===== config.mk =====
export PLATFORM = sky130hd
export DESIGN_NAME = line_sensor_position_tracker_core
export DESIGN_NICKNAME = d
export VERILOG_FILES = /design/src/hw/rtl/lspt_pkg.sv /design/src/hw/rtl/lspt_front.sv /design/src/hw/rtl/lspt_queue.sv /design/src/hw/rtl/lspt_back.sv /design/src/hw/rtl/line_sensor_position_tracker_core.sv
export SDC_FILE = /design/constraint.sdc
export NUM_CORES = 1
export LEC_CHECK = 0
export BUFFER_PORTS_ARGS = -buffer_cell sky130_fd_sc_hd__buf_2
export CORE_UTILIZATION = 40
export CTS_BUF_LIST = sky130_fd_sc_hd__clkbuf_16
export DETAILED_ROUTE_END_ITERATION = 7
export GPL_TIMING_DRIVEN = 0
export PLACE_DENSITY = 0.66
export SYNTH_ARGS = -nofsm -noshare
export SYNTH_HDL_FRONTEND = slang
export SYNTH_SLANG_ARGS = --single-unit

===== constraint.sdc =====
create_clock -name clk_i -period 6.4 [get_ports clk_i]
set_input_delay 1.28 -clock clk_i [delete_from_list [all_inputs] [get_ports clk_i]]
set_output_delay 1.28 -clock clk_i [all_outputs]
set_load 0.01 [all_outputs]

===== src/hw/rtl/lspt_pkg.sv =====
package lspt_pkg;

  // Sensor array geometry
  localparam int SENSOR_COUNT = 5;
  localparam int SAMPLE_BITS  = 10;

  // Result field widths
  localparam int POS_BITS   = 12;
  localparam int STATE_BITS = 3;

  // Detection count, 0..SENSOR_COUNT
  localparam int CNT_BITS = $clog2(SENSOR_COUNT + 1);
  // Signed sum of doubled weights, covers up to eight sensors
  localparam int SUM_BITS = 7;

  // Divider: magnitude of 128 * sum2, one quotient bit per cycle
  localparam int POS_SHIFT = 7;
  localparam int DIV_BITS  = POS_BITS;
  localparam int STEP_BITS = $clog2(DIV_BITS + 1);

  // Queue between front and back, power of two
  localparam int QUEUE_DEPTH = 2;
  localparam int PTR_BITS    = $clog2(QUEUE_DEPTH);

  localparam logic [SAMPLE_BITS-1:0] THRESH_RESET = SAMPLE_BITS'(512);
  localparam logic [DIV_BITS-1:0]    LOST_VALUE   = DIV_BITS'(1280);

  typedef logic [SAMPLE_BITS-1:0] sample_t;

  // Action codes as carried by the input beat
  typedef enum logic [1:0] {
    ACT_CAL_FIRST = 2'd0,
    ACT_CAL_ACC   = 2'd1,
    ACT_APPLY     = 2'd2,
    ACT_MEASURE   = 2'd3
  } action_e;

  // Decoded operation handed to the back end
  typedef enum logic [3:0] {
    OP_CAL_FIRST = 4'b0001,
    OP_CAL_ACC   = 4'b0010,
    OP_APPLY     = 4'b0100,
    OP_MEASURE   = 4'b1000
  } op_e;

  typedef enum logic [STATE_BITS-1:0] {
    ST_LEFT     = 3'd0,
    ST_RIGHT    = 3'd1,
    ST_CENTERED = 3'd2,
    ST_LOST     = 3'd3,
    ST_JUNCTION = 3'd4
  } line_state_e;

  typedef struct packed {
    logic [1:0] action;
    sample_t    sample_0;
    sample_t    sample_1;
    sample_t    sample_2;
    sample_t    sample_3;
    sample_t    sample_4;
  } in_item_t;

  typedef struct packed {
    logic signed [POS_BITS-1:0] position_error;
    logic [STATE_BITS-1:0]      line_state;
    logic [SENSOR_COUNT-1:0]    detect_mask;
  } out_item_t;

  typedef struct packed {
    op_e                                     op;
    logic [SENSOR_COUNT-1:0][SAMPLE_BITS-1:0] samples;
  } q_entry_t;

  // Doubled sensor weight: 2i - (SENSOR_COUNT - 1)
  function automatic logic signed [SUM_BITS-1:0] weight2(input int idx);
    return SUM_BITS'(2 * idx - (SENSOR_COUNT - 1));
  endfunction

endpackage


===== src/hw/rtl/lspt_front.sv =====
module lspt_front (
  input  logic               clk_i,
  input  logic               rst_ni,
  input  logic               in_valid_i,
  output logic               in_stall_o,
  input  lspt_pkg::in_item_t in_item_i,
  output logic               push_valid_o,
  input  logic               push_stall_i,
  output lspt_pkg::q_entry_t push_entry_o
);
  import lspt_pkg::*;

  logic     valid_q, valid_d;
  logic     load;
  q_entry_t entry_q, entry_d;

  // Stage holds while the queue is full
  assign in_stall_o = valid_q & push_stall_i;
  assign load       = in_valid_i & ~in_stall_o;
  assign valid_d    = load | (valid_q & push_stall_i);

  // Decode action and gather samples
  always_comb begin
    entry_d            = '0;
    entry_d.samples[0] = in_item_i.sample_0;
    entry_d.samples[1] = in_item_i.sample_1;
    entry_d.samples[2] = in_item_i.sample_2;
    entry_d.samples[3] = in_item_i.sample_3;
    entry_d.samples[4] = in_item_i.sample_4;
    unique case (action_e'(in_item_i.action))
      ACT_CAL_FIRST: entry_d.op = OP_CAL_FIRST;
      ACT_CAL_ACC:   entry_d.op = OP_CAL_ACC;
      ACT_APPLY:     entry_d.op = OP_APPLY;
      ACT_MEASURE:   entry_d.op = OP_MEASURE;
      default:       entry_d.op = OP_MEASURE;
    endcase
  end

  always_ff @(posedge clk_i or negedge rst_ni) begin
    if (!rst_ni) begin
      valid_q <= 1'b0;
    end else begin
      valid_q <= valid_d;
    end
  end

  always_ff @(posedge clk_i) begin
    if (load) begin
      entry_q <= entry_d;
    end
  end

  assign push_valid_o = valid_q;
  assign push_entry_o = entry_q;

endmodule


===== src/hw/rtl/lspt_queue.sv =====
module lspt_queue (
  input  logic               clk_i,
  input  logic               rst_ni,
  input  logic               push_valid_i,
  output logic               push_stall_o,
  input  lspt_pkg::q_entry_t push_entry_i,
  output logic               pop_valid_o,
  input  logic               pop_stall_i,
  output lspt_pkg::q_entry_t pop_entry_o
);
  import lspt_pkg::*;

  q_entry_t             slot_q [QUEUE_DEPTH];
  logic [PTR_BITS-1:0]  wr_ptr_q, wr_ptr_d;
  logic [PTR_BITS-1:0]  rd_ptr_q, rd_ptr_d;
  logic [PTR_BITS:0]    count_q, count_d;
  logic                 push_fire, pop_fire;

  assign push_stall_o = (count_q == (PTR_BITS + 1)'(QUEUE_DEPTH));
  assign pop_valid_o  = (count_q != '0);
  assign push_fire    = push_valid_i & ~push_stall_o;
  assign pop_fire     = pop_valid_o & ~pop_stall_i;
  assign pop_entry_o  = slot_q[rd_ptr_q];

  // Pointer and fill bookkeeping
  always_comb begin
    wr_ptr_d = push_fire ? wr_ptr_q + 1'b1 : wr_ptr_q;
    rd_ptr_d = pop_fire ? rd_ptr_q + 1'b1 : rd_ptr_q;
    count_d  = count_q;
    if (push_fire && !pop_fire) begin
      count_d = count_q + 1'b1;
    end else if (!push_fire && pop_fire) begin
      count_d = count_q - 1'b1;
    end
  end

  always_ff @(posedge clk_i or negedge rst_ni) begin
    if (!rst_ni) begin
      wr_ptr_q <= '0;
      rd_ptr_q <= '0;
      count_q  <= '0;
    end else begin
      wr_ptr_q <= wr_ptr_d;
      rd_ptr_q <= rd_ptr_d;
      count_q  <= count_d;
    end
  end

  always_ff @(posedge clk_i) begin
    if (push_fire) begin
      slot_q[wr_ptr_q] <= push_entry_i;
    end
  end

`ifndef NO_ASSERTIONS
  a_count_bound: assert property (@(posedge clk_i) disable iff (!rst_ni)
    count_q <= (PTR_BITS + 1)'(QUEUE_DEPTH))
    else $error("queue fill count above depth");

  a_ptr_gap: assert property (@(posedge clk_i) disable iff (!rst_ni)
    (wr_ptr_q - rd_ptr_q) == count_q[PTR_BITS-1:0])
    else $error("queue pointers disagree with fill count");

  a_push_grows: assert property (@(posedge clk_i) disable iff (!rst_ni)
    (push_fire && !pop_fire) |=> (count_q == $past(count_q) + 1'b1))
    else $error("queue push lost");
`endif

endmodule


===== src/hw/rtl/lspt_back.sv =====
module lspt_back (
  input  logic                clk_i,
  input  logic                rst_ni,
  input  logic                pop_valid_i,
  output logic                pop_stall_o,
  input  lspt_pkg::q_entry_t  pop_entry_i,
  output logic                out_valid_o,
  input  logic                out_stall_i,
  output lspt_pkg::out_item_t out_item_o
);
  import lspt_pkg::*;

  typedef enum logic [2:0] {
    BK_IDLE = 3'b001,
    BK_DIV  = 3'b010,
    BK_DONE = 3'b100
  } back_state_e;

  back_state_e state_q, state_d;

  sample_t thr_q  [SENSOR_COUNT];
  sample_t thr_d  [SENSOR_COUNT];
  sample_t low_q  [SENSOR_COUNT];
  sample_t low_d  [SENSOR_COUNT];
  sample_t high_q [SENSOR_COUNT];
  sample_t high_d [SENSOR_COUNT];

  logic                    take;
  logic [SENSOR_COUNT-1:0] det;
  logic signed [SUM_BITS-1:0] sum2;
  logic signed [SUM_BITS-1:0] cnt_s;
  logic [CNT_BITS-1:0]     cnt;
  logic [SUM_BITS-1:0]     abs_sum;
  logic [DIV_BITS-1:0]     mag;
  line_state_e             cls;
  logic [SAMPLE_BITS:0]    mid [SENSOR_COUNT];

  // Measure result and divider registers
  logic [SENSOR_COUNT-1:0] mask_q, mask_d;
  line_state_e             line_q, line_d;
  logic                    neg_q, neg_d;
  logic [CNT_BITS-1:0]     dvs_q, dvs_d;
  logic [DIV_BITS-1:0]     dq_q, dq_d;
  logic [CNT_BITS-1:0]     rem_q, rem_d;
  logic [STEP_BITS-1:0]    step_q, step_d;
  logic [CNT_BITS:0]       shift_rem;
  logic [CNT_BITS:0]       sub_rem;
  logic                    qbit;

  logic                    out_valid_q, out_valid_d;
  logic                    load_out;
  out_item_t               out_item_q, out_item_d;

  assign pop_stall_o = (state_q != BK_IDLE);
  assign take        = pop_valid_i & (state_q == BK_IDLE);

  // Detection, weighted sum and count over the sensor row
  always_comb begin
    sum2 = '0;
    cnt  = '0;
    for (int i = 0; i < SENSOR_COUNT; i++) begin
      det[i] = pop_entry_i.samples[i] > thr_q[i];
      sum2   = sum2 + (det[i] ? weight2(i) : SUM_BITS'(0));
      cnt    = cnt + CNT_BITS'(det[i]);
    end
    cnt_s   = signed'(SUM_BITS'(cnt));
    abs_sum = sum2[SUM_BITS-1] ? SUM_BITS'(-sum2) : SUM_BITS'(sum2);
    mag     = DIV_BITS'({abs_sum, {POS_SHIFT{1'b0}}});
    if (sum2 < -cnt_s) begin
      cls = ST_LEFT;
    end else if (sum2 > cnt_s) begin
      cls = ST_RIGHT;
    end else begin
      cls = ST_CENTERED;
    end
  end

  // One restoring divide step
  always_comb begin
    shift_rem = {rem_q, dq_q[DIV_BITS-1]};
    qbit      = shift_rem >= {1'b0, dvs_q};
    sub_rem   = shift_rem - {1'b0, dvs_q};
  end

  // Calibration updates
  always_comb begin
    for (int i = 0; i < SENSOR_COUNT; i++) begin
      low_d[i]  = low_q[i];
      high_d[i] = high_q[i];
      thr_d[i]  = thr_q[i];
      mid[i]    = {1'b0, low_q[i]} + {1'b0, high_q[i]};
      if (take) begin
        unique case (pop_entry_i.op)
          OP_CAL_FIRST: begin
            low_d[i]  = pop_entry_i.samples[i];
            high_d[i] = pop_entry_i.samples[i];
          end
          OP_CAL_ACC: begin
            if (pop_entry_i.samples[i] < low_q[i]) low_d[i] = pop_entry_i.samples[i];
            if (pop_entry_i.samples[i] > high_q[i]) high_d[i] = pop_entry_i.samples[i];
          end
          OP_APPLY: begin
            thr_d[i] = mid[i][SAMPLE_BITS:1];
          end
          default: ;
        endcase
      end
    end
  end

  // Sequencer for measure beats
  always_comb begin
    state_d = state_q;
    mask_d  = mask_q;
    line_d  = line_q;
    neg_d   = neg_q;
    dvs_d   = dvs_q;
    dq_d    = dq_q;
    rem_d   = rem_q;
    step_d  = step_q;
    load_out   = 1'b0;
    out_item_d = out_item_q;
    unique case (state_q)
      BK_IDLE: begin
        if (take && pop_entry_i.op == OP_MEASURE) begin
          mask_d  = det;
          state_d = BK_DONE;
          neg_d   = 1'b0;
          if (cnt == '0) begin
            line_d = ST_LOST;
            dq_d   = LOST_VALUE;
          end else if (cnt == CNT_BITS'(SENSOR_COUNT)) begin
            line_d = ST_JUNCTION;
            dq_d   = '0;
          end else begin
            line_d  = cls;
            neg_d   = sum2[SUM_BITS-1];
            dvs_d   = cnt;
            dq_d    = mag;
            rem_d   = '0;
            step_d  = '0;
            state_d = BK_DIV;
          end
        end
      end
      BK_DIV: begin
        dq_d   = {dq_q[DIV_BITS-2:0], qbit};
        rem_d  = qbit ? sub_rem[CNT_BITS-1:0] : shift_rem[CNT_BITS-1:0];
        step_d = step_q + 1'b1;
        if (step_q == STEP_BITS'(DIV_BITS - 1)) begin
          state_d = BK_DONE;
        end
      end
      BK_DONE: begin
        if (!out_valid_q || !out_stall_i) begin
          load_out                  = 1'b1;
          out_item_d.position_error = neg_q ? signed'(-dq_q) : signed'(dq_q);
          out_item_d.line_state     = line_q;
          out_item_d.detect_mask    = mask_q;
          state_d                   = BK_IDLE;
        end
      end
      default: state_d = BK_IDLE;
    endcase
  end

  assign out_valid_d = load_out | (out_valid_q & out_stall_i);

  always_ff @(posedge clk_i or negedge rst_ni) begin
    if (!rst_ni) begin
      state_q     <= BK_IDLE;
      out_valid_q <= 1'b0;
      for (int i = 0; i < SENSOR_COUNT; i++) begin
        thr_q[i] <= THRESH_RESET;
      end
    end else begin
      state_q     <= state_d;
      out_valid_q <= out_valid_d;
      thr_q       <= thr_d;
    end
  end

  // Marks and datapath registers carry no reset
  always_ff @(posedge clk_i) begin
    low_q      <= low_d;
    high_q     <= high_d;
    mask_q     <= mask_d;
    line_q     <= line_d;
    neg_q      <= neg_d;
    dvs_q      <= dvs_d;
    dq_q       <= dq_d;
    rem_q      <= rem_d;
    step_q     <= step_d;
    out_item_q <= out_item_d;
  end

  assign out_valid_o = out_valid_q;
  assign out_item_o  = out_item_q;

`ifndef NO_ASSERTIONS
  a_div_divisor: assert property (@(posedge clk_i) disable iff (!rst_ni)
    (state_q == BK_DIV) |-> (dvs_q != '0 && dvs_q < CNT_BITS'(SENSOR_COUNT)))
    else $error("divider running with an invalid count");

  a_div_steps: assert property (@(posedge clk_i) disable iff (!rst_ni)
    (state_q == BK_DIV) |-> (step_q < STEP_BITS'(DIV_BITS)))
    else $error("divider overran its step count");

  a_out_source: assert property (@(posedge clk_i) disable iff (!rst_ni)
    (state_q != BK_DONE && !out_valid_q) |=> !out_valid_q)
    else $error("result appeared without a finished measure");
`endif

endmodule


===== src/hw/rtl/line_sensor_position_tracker_core.sv =====
// Line sensor position tracker. Each input beat carries five samples and an
// action: calibrate-first and calibrate-accumulate track per-channel low and
// high marks, apply sets each threshold to their midpoint, and measure
// returns one result beat with the detection mask, the mean sensor weight
// times 256 (truncated toward zero; 1280 when no sensor sees the line, 0 when
// all do) and a line state. Beats enter a two-deep queue at up to one per
// cycle; the back end takes calibrate and apply beats in its idle state,
// passes a lost or junction measure through its done state, and runs any
// other measure through its serial divider, one quotient bit per cycle over
// twelve bits, then the done state. Apply must follow a calibrate-first.
module line_sensor_position_tracker_core (
  input  logic                clk_i,
  input  logic                rst_ni,
  input  logic                in_valid_i,
  output logic                in_stall_o,
  input  lspt_pkg::in_item_t  in_item_i,
  output logic                out_valid_o,
  input  logic                out_stall_i,
  output lspt_pkg::out_item_t out_item_o
);
  import lspt_pkg::*;

  logic     push_valid, push_stall;
  logic     pop_valid, pop_stall;
  q_entry_t push_entry, pop_entry;

  lspt_front u_front (
    .clk_i        (clk_i),
    .rst_ni       (rst_ni),
    .in_valid_i   (in_valid_i),
    .in_stall_o   (in_stall_o),
    .in_item_i    (in_item_i),
    .push_valid_o (push_valid),
    .push_stall_i (push_stall),
    .push_entry_o (push_entry)
  );

  lspt_queue u_queue (
    .clk_i        (clk_i),
    .rst_ni       (rst_ni),
    .push_valid_i (push_valid),
    .push_stall_o (push_stall),
    .push_entry_i (push_entry),
    .pop_valid_o  (pop_valid),
    .pop_stall_i  (pop_stall),
    .pop_entry_o  (pop_entry)
  );

  lspt_back u_back (
    .clk_i       (clk_i),
    .rst_ni      (rst_ni),
    .pop_valid_i (pop_valid),
    .pop_stall_o (pop_stall),
    .pop_entry_i (pop_entry),
    .out_valid_o (out_valid_o),
    .out_stall_i (out_stall_i),
    .out_item_o  (out_item_o)
  );

endmodule


==> out/qor.yml <==
sta:
  finalCriticalPeriod_ns: 6.15
  timing_hold_violations_final: 0
  tightestPinTransition_ns: 1.19
  setup_viol: 0
  clock-skew-final_ns: 0.0286
  relSlewSlack_pct: 20.2
  drv_slew: 0
  rsz0062_at_grt: "no"
  timing.fmax_mhz: 163
  finalCritPeriodShare_pct: 96.0
place:
  post-dp-hpwl_um: 28300
  finalWeightedCongestion: 0.879
  port_buffers: 77
  post-place-cells: 2208
clocking:
  clockRootBuffer: "clkbuf_16"
  clkTransAtPathRegs_ns: 0.06
  insertion_delay_ns: 0.57
  postCtsSetupBuffers: 0
  cts_buffers: 41
  cts_tree: "done"
  cts_max_path_buffers: 3
  ctsHoldBuffers: 0
  cts_num_sinks: 372
  cts_max_level: 2
  cts-resized-gates: 9
critical_path:
  cp_num_cells: 24
  required_ns: 6.70
  slowest_delay_ns: 0.51
  cp-end-kind: "register"
  start_kind: "register"
  path_delay_family: "adder cells"
  path_cells: "buf_12 -> buf_8 -> clkbuf_4 -> mux2_2 -> ha_1 -> o21ai_0 -> a221oi_1 -> a21oi_1 -> or3_1 -> fa_1 -> inv_1 -> ha_1 -> inv_1 -> fa_1 -> inv_1 -> ha_1 -> a21oi_1 -> xnor2_1 -> inv_1 -> ha_1 -> o211ai_1 -> a21oi_1 -> or3_1 -> a31o_2"
  worstSetupStartpoint: "u_queue.rd_ptr_q$_DFFE_PN0P_"
  critical_path_class: "reg -> reg"
  reg2reg_depth: 24
  r2r_start: "u_queue.rd_ptr_q$_DFFE_PN0P_"
  r2r_slack_ns: 0.25
  setup.worst_path.end: "u_back.line_q[0]$_SDFFCE_PP1P_"
  cp_max_fo: 17
  arrival_ns: 6.45
  critical_path_buf_inv_count: 7
  slowest_stage: "or3_1"
  r2r_end: "u_back.line_q[0]$_SDFFCE_PP1P_"
synth:
  synth_enable_flop_cells: 313
  synth_top_family_by_area: "adder cells"
  syn_avg_cell_area_um2: 12.5
  ys_ff_latch: 372
  synth_fa_ha_area_share_pct: 15.3
  netlist_instances: 1520
  syn_nets: 1802
  synth_top_area_cell: "edfxtp_1"
  yosysSeqAreaShare_pct: 57.1
  yosys.area_share.simple_pct: 7.10
  yosysUniqueCellTypes: 59
  yosysMostFrequentCell: "edfxtp_1"
  post_synth_most_frequent_cells: "313 x edfxtp_1, 215 x ha_1, 204 x inv_1"
  synth_mux_area_share_pct: 3.14
  synth.top_cell.area_share_pct: 49.3
  synth_warnings: 0
  async_flop_share_pct: 15.9
  synth_area_leaders: "edfxtp_1 49%, ha_1 14%, dfrtp_1 7.0%"
  synth_compound_area_share_pct: 11.1
  synth_ff_type: "edfxtp_1"
  synth_area_um2: 19100
  synth_xor_area_share_pct: 1.84
cells_and_area:
  area_delta_synth_final_pct: 13.4
  nets: 1925
  fin_util_pct: 46.3
  final_layout_size_suffix_gt1_share_pct: 12.9
  finalNonFillerCells: 2281
floorplanning:
  core-area_um2: 46800
  die-width_um: 220
  num_rows: 79
  die_h_um: 220
  start_util_pct: 40.8
  die_area_um2: 48600
  ios: 78
detailed_routing:
  drc_errors: 6
  via_per_inst: 5.20
  final_antenna_net_count: 0
  drt-total-wl_um: 39100
  firstDrtPassIters: 7
  vias: 11900
  wl_per_cell_um: 17.1
  drt_iter0_drc: 651
global_route:
  grt-ovfl-total: 0
  grt_pass1_vias: 12000
  grtUsageTotal_pct: 16.4
  grt_pass1_wl_um: 61800
  antenna_found_initial: 2
  grt_max_degree: 60
worst_hold_path:
  hold_path.class: "reg -> reg"
flow_run:
  cap_violations: 0
outcome:
  violations: "DRC"
  outcome: "finished with violations"
==> per-layer routing <==
layer	vias up	GRT usage, %	routed length, um
met2	226	28.0	18900
met5	-	0	0
met3	55	2.76	1470
met4	0	6.28	966
met1	5731	20.8	17700
li1	5850	-	-
==> worst reg2reg max path: cells and delay by family (launching register included) <==
family | cells | cell delay, ns
AOI/OAI and AO/OA | 7 | 1.03
xor gates and xnor gates | 1 | 0.50
adders and majority gates | 6 | 1.78
buffers and inverters | 7 | 0.96
DFF | 1 | 0.37
muxes | 1 | 0.44
and+or+nand+nor | 2 | 0.83
==> worst min path at each step <==
stage	start	endpoint	slack (ns)	cells past startpoint
2_1_floorplan	u_back.mask_q[0]$_DFFE_PP_	u_back.out_item_o[0]$_DFFE_PP_	0.40	0
3_3_place_gp	u_back.line_q[2]$_SDFFCE_PP0P_	u_back.out_item_o[7]$_DFFE_PP_	0.41	0
3_5_place_dp	u_back.line_q[1]$_SDFFCE_PP1P_	u_back.out_item_o[6]$_DFFE_PP_	0.42	0
4_1_cts	u_back.line_q[1]$_SDFFCE_PP1P_	u_back.out_item_o[6]$_DFFE_PP_	0.43	0
5_1_grt	u_back.line_q[1]$_SDFFCE_PP1P_	u_back.out_item_o[6]$_DFFE_PP_	0.43	0
6_report	u_back.mask_q[1]$_DFFE_PP_	u_back.out_item_o[1]$_DFFE_PP_	0.42	0
==> cells by family (layout without fill, tap and decap cells) <==
kind of cell / Yosys count / in the layout
other cells: 0 / 1
flops: 372 / 372
mux: 54 / 54
buf+inv: 227 / 380
simple gates: 269 / 269
xor+xnor: 40 / 40
compound gates: 332 / 332
fa+ha+maj: 226 / 226
==> stage by stage <==
step | instance area, um2 | hold WS, ns | TNS (ns) | setup WS [ns]
finish | 21600 | 0.423 | 0 | 0.255
global route | 21600 | 0.434 | 0 | 0.0160
CTS | 21600 | 0.429 | 0 | 0.0184
detailed placement | 20300 | 0.415 | -27.20 | -1.91
global placement | 20200 | 0.406 | -24.96 | -1.79
floorplan | 19100 | 0.400 | 0 | 0.258
==> cell type report <==
class                      instances  area [um2]
antenna                            1        2.50
multi-input combinational        921        7380
clock inverter                    32         219
sequential                       372       10900
inverter                         204         766
buffer                            22         124
timing repair buffer              81         470
clock buffer                      41        1030
fill                            4132       25100
tap                              607         759
==> state kept, by name, summed over array words and instances, names as in the netlist <==
register / flops
u_back.state_q: 3
u_queue.wr_ptr_q: 1
u_front.push_valid_o: 1
u_back.neg_q: 1
u_queue.rd_ptr_q: 1
u_back.dvs_q: 3
u_queue.count_q: 2
u_back.step_q: 4
u_back.mask_q: 5
u_back.thr_q: 50
u_back.rem_q: 3
u_back.out_item_o: 20
u_back.high_q: 50
u_front.push_entry_o: 54
u_back.dq_q: 12
u_back.line_q: 3
u_back.low_q: 50
u_back.out_valid_o: 1
u_queue.slot_q: 108
==> cell usage in the layout, fill, tap and decap left out, types with 32 or more instances in the layout <==
| master | synthesis | layout |
|---|---|---|
| mux2_2 | 47 | 46 |
| inv_1 | 204 | 211 |
| nor2_1 | 57 | 55 |
| dfrtp_1 | 53 | 53 |
| nand2_1 | 68 | 67 |
| buf_2 | 3 | 80 |
| a21oi_1 | 70 | 69 |
| o21ai_0 | 99 | 99 |
| edfxtp_1 | 313 | 313 |
| ha_1 | 215 | 213 |
| nand4_1 | 32 | 32 |
| clkbuf_16 | 0 | 41 |
Power is left out: the tool's default activity adds up to more than one toggle a clock period on the data nets, which glitch-free logic cannot reach.
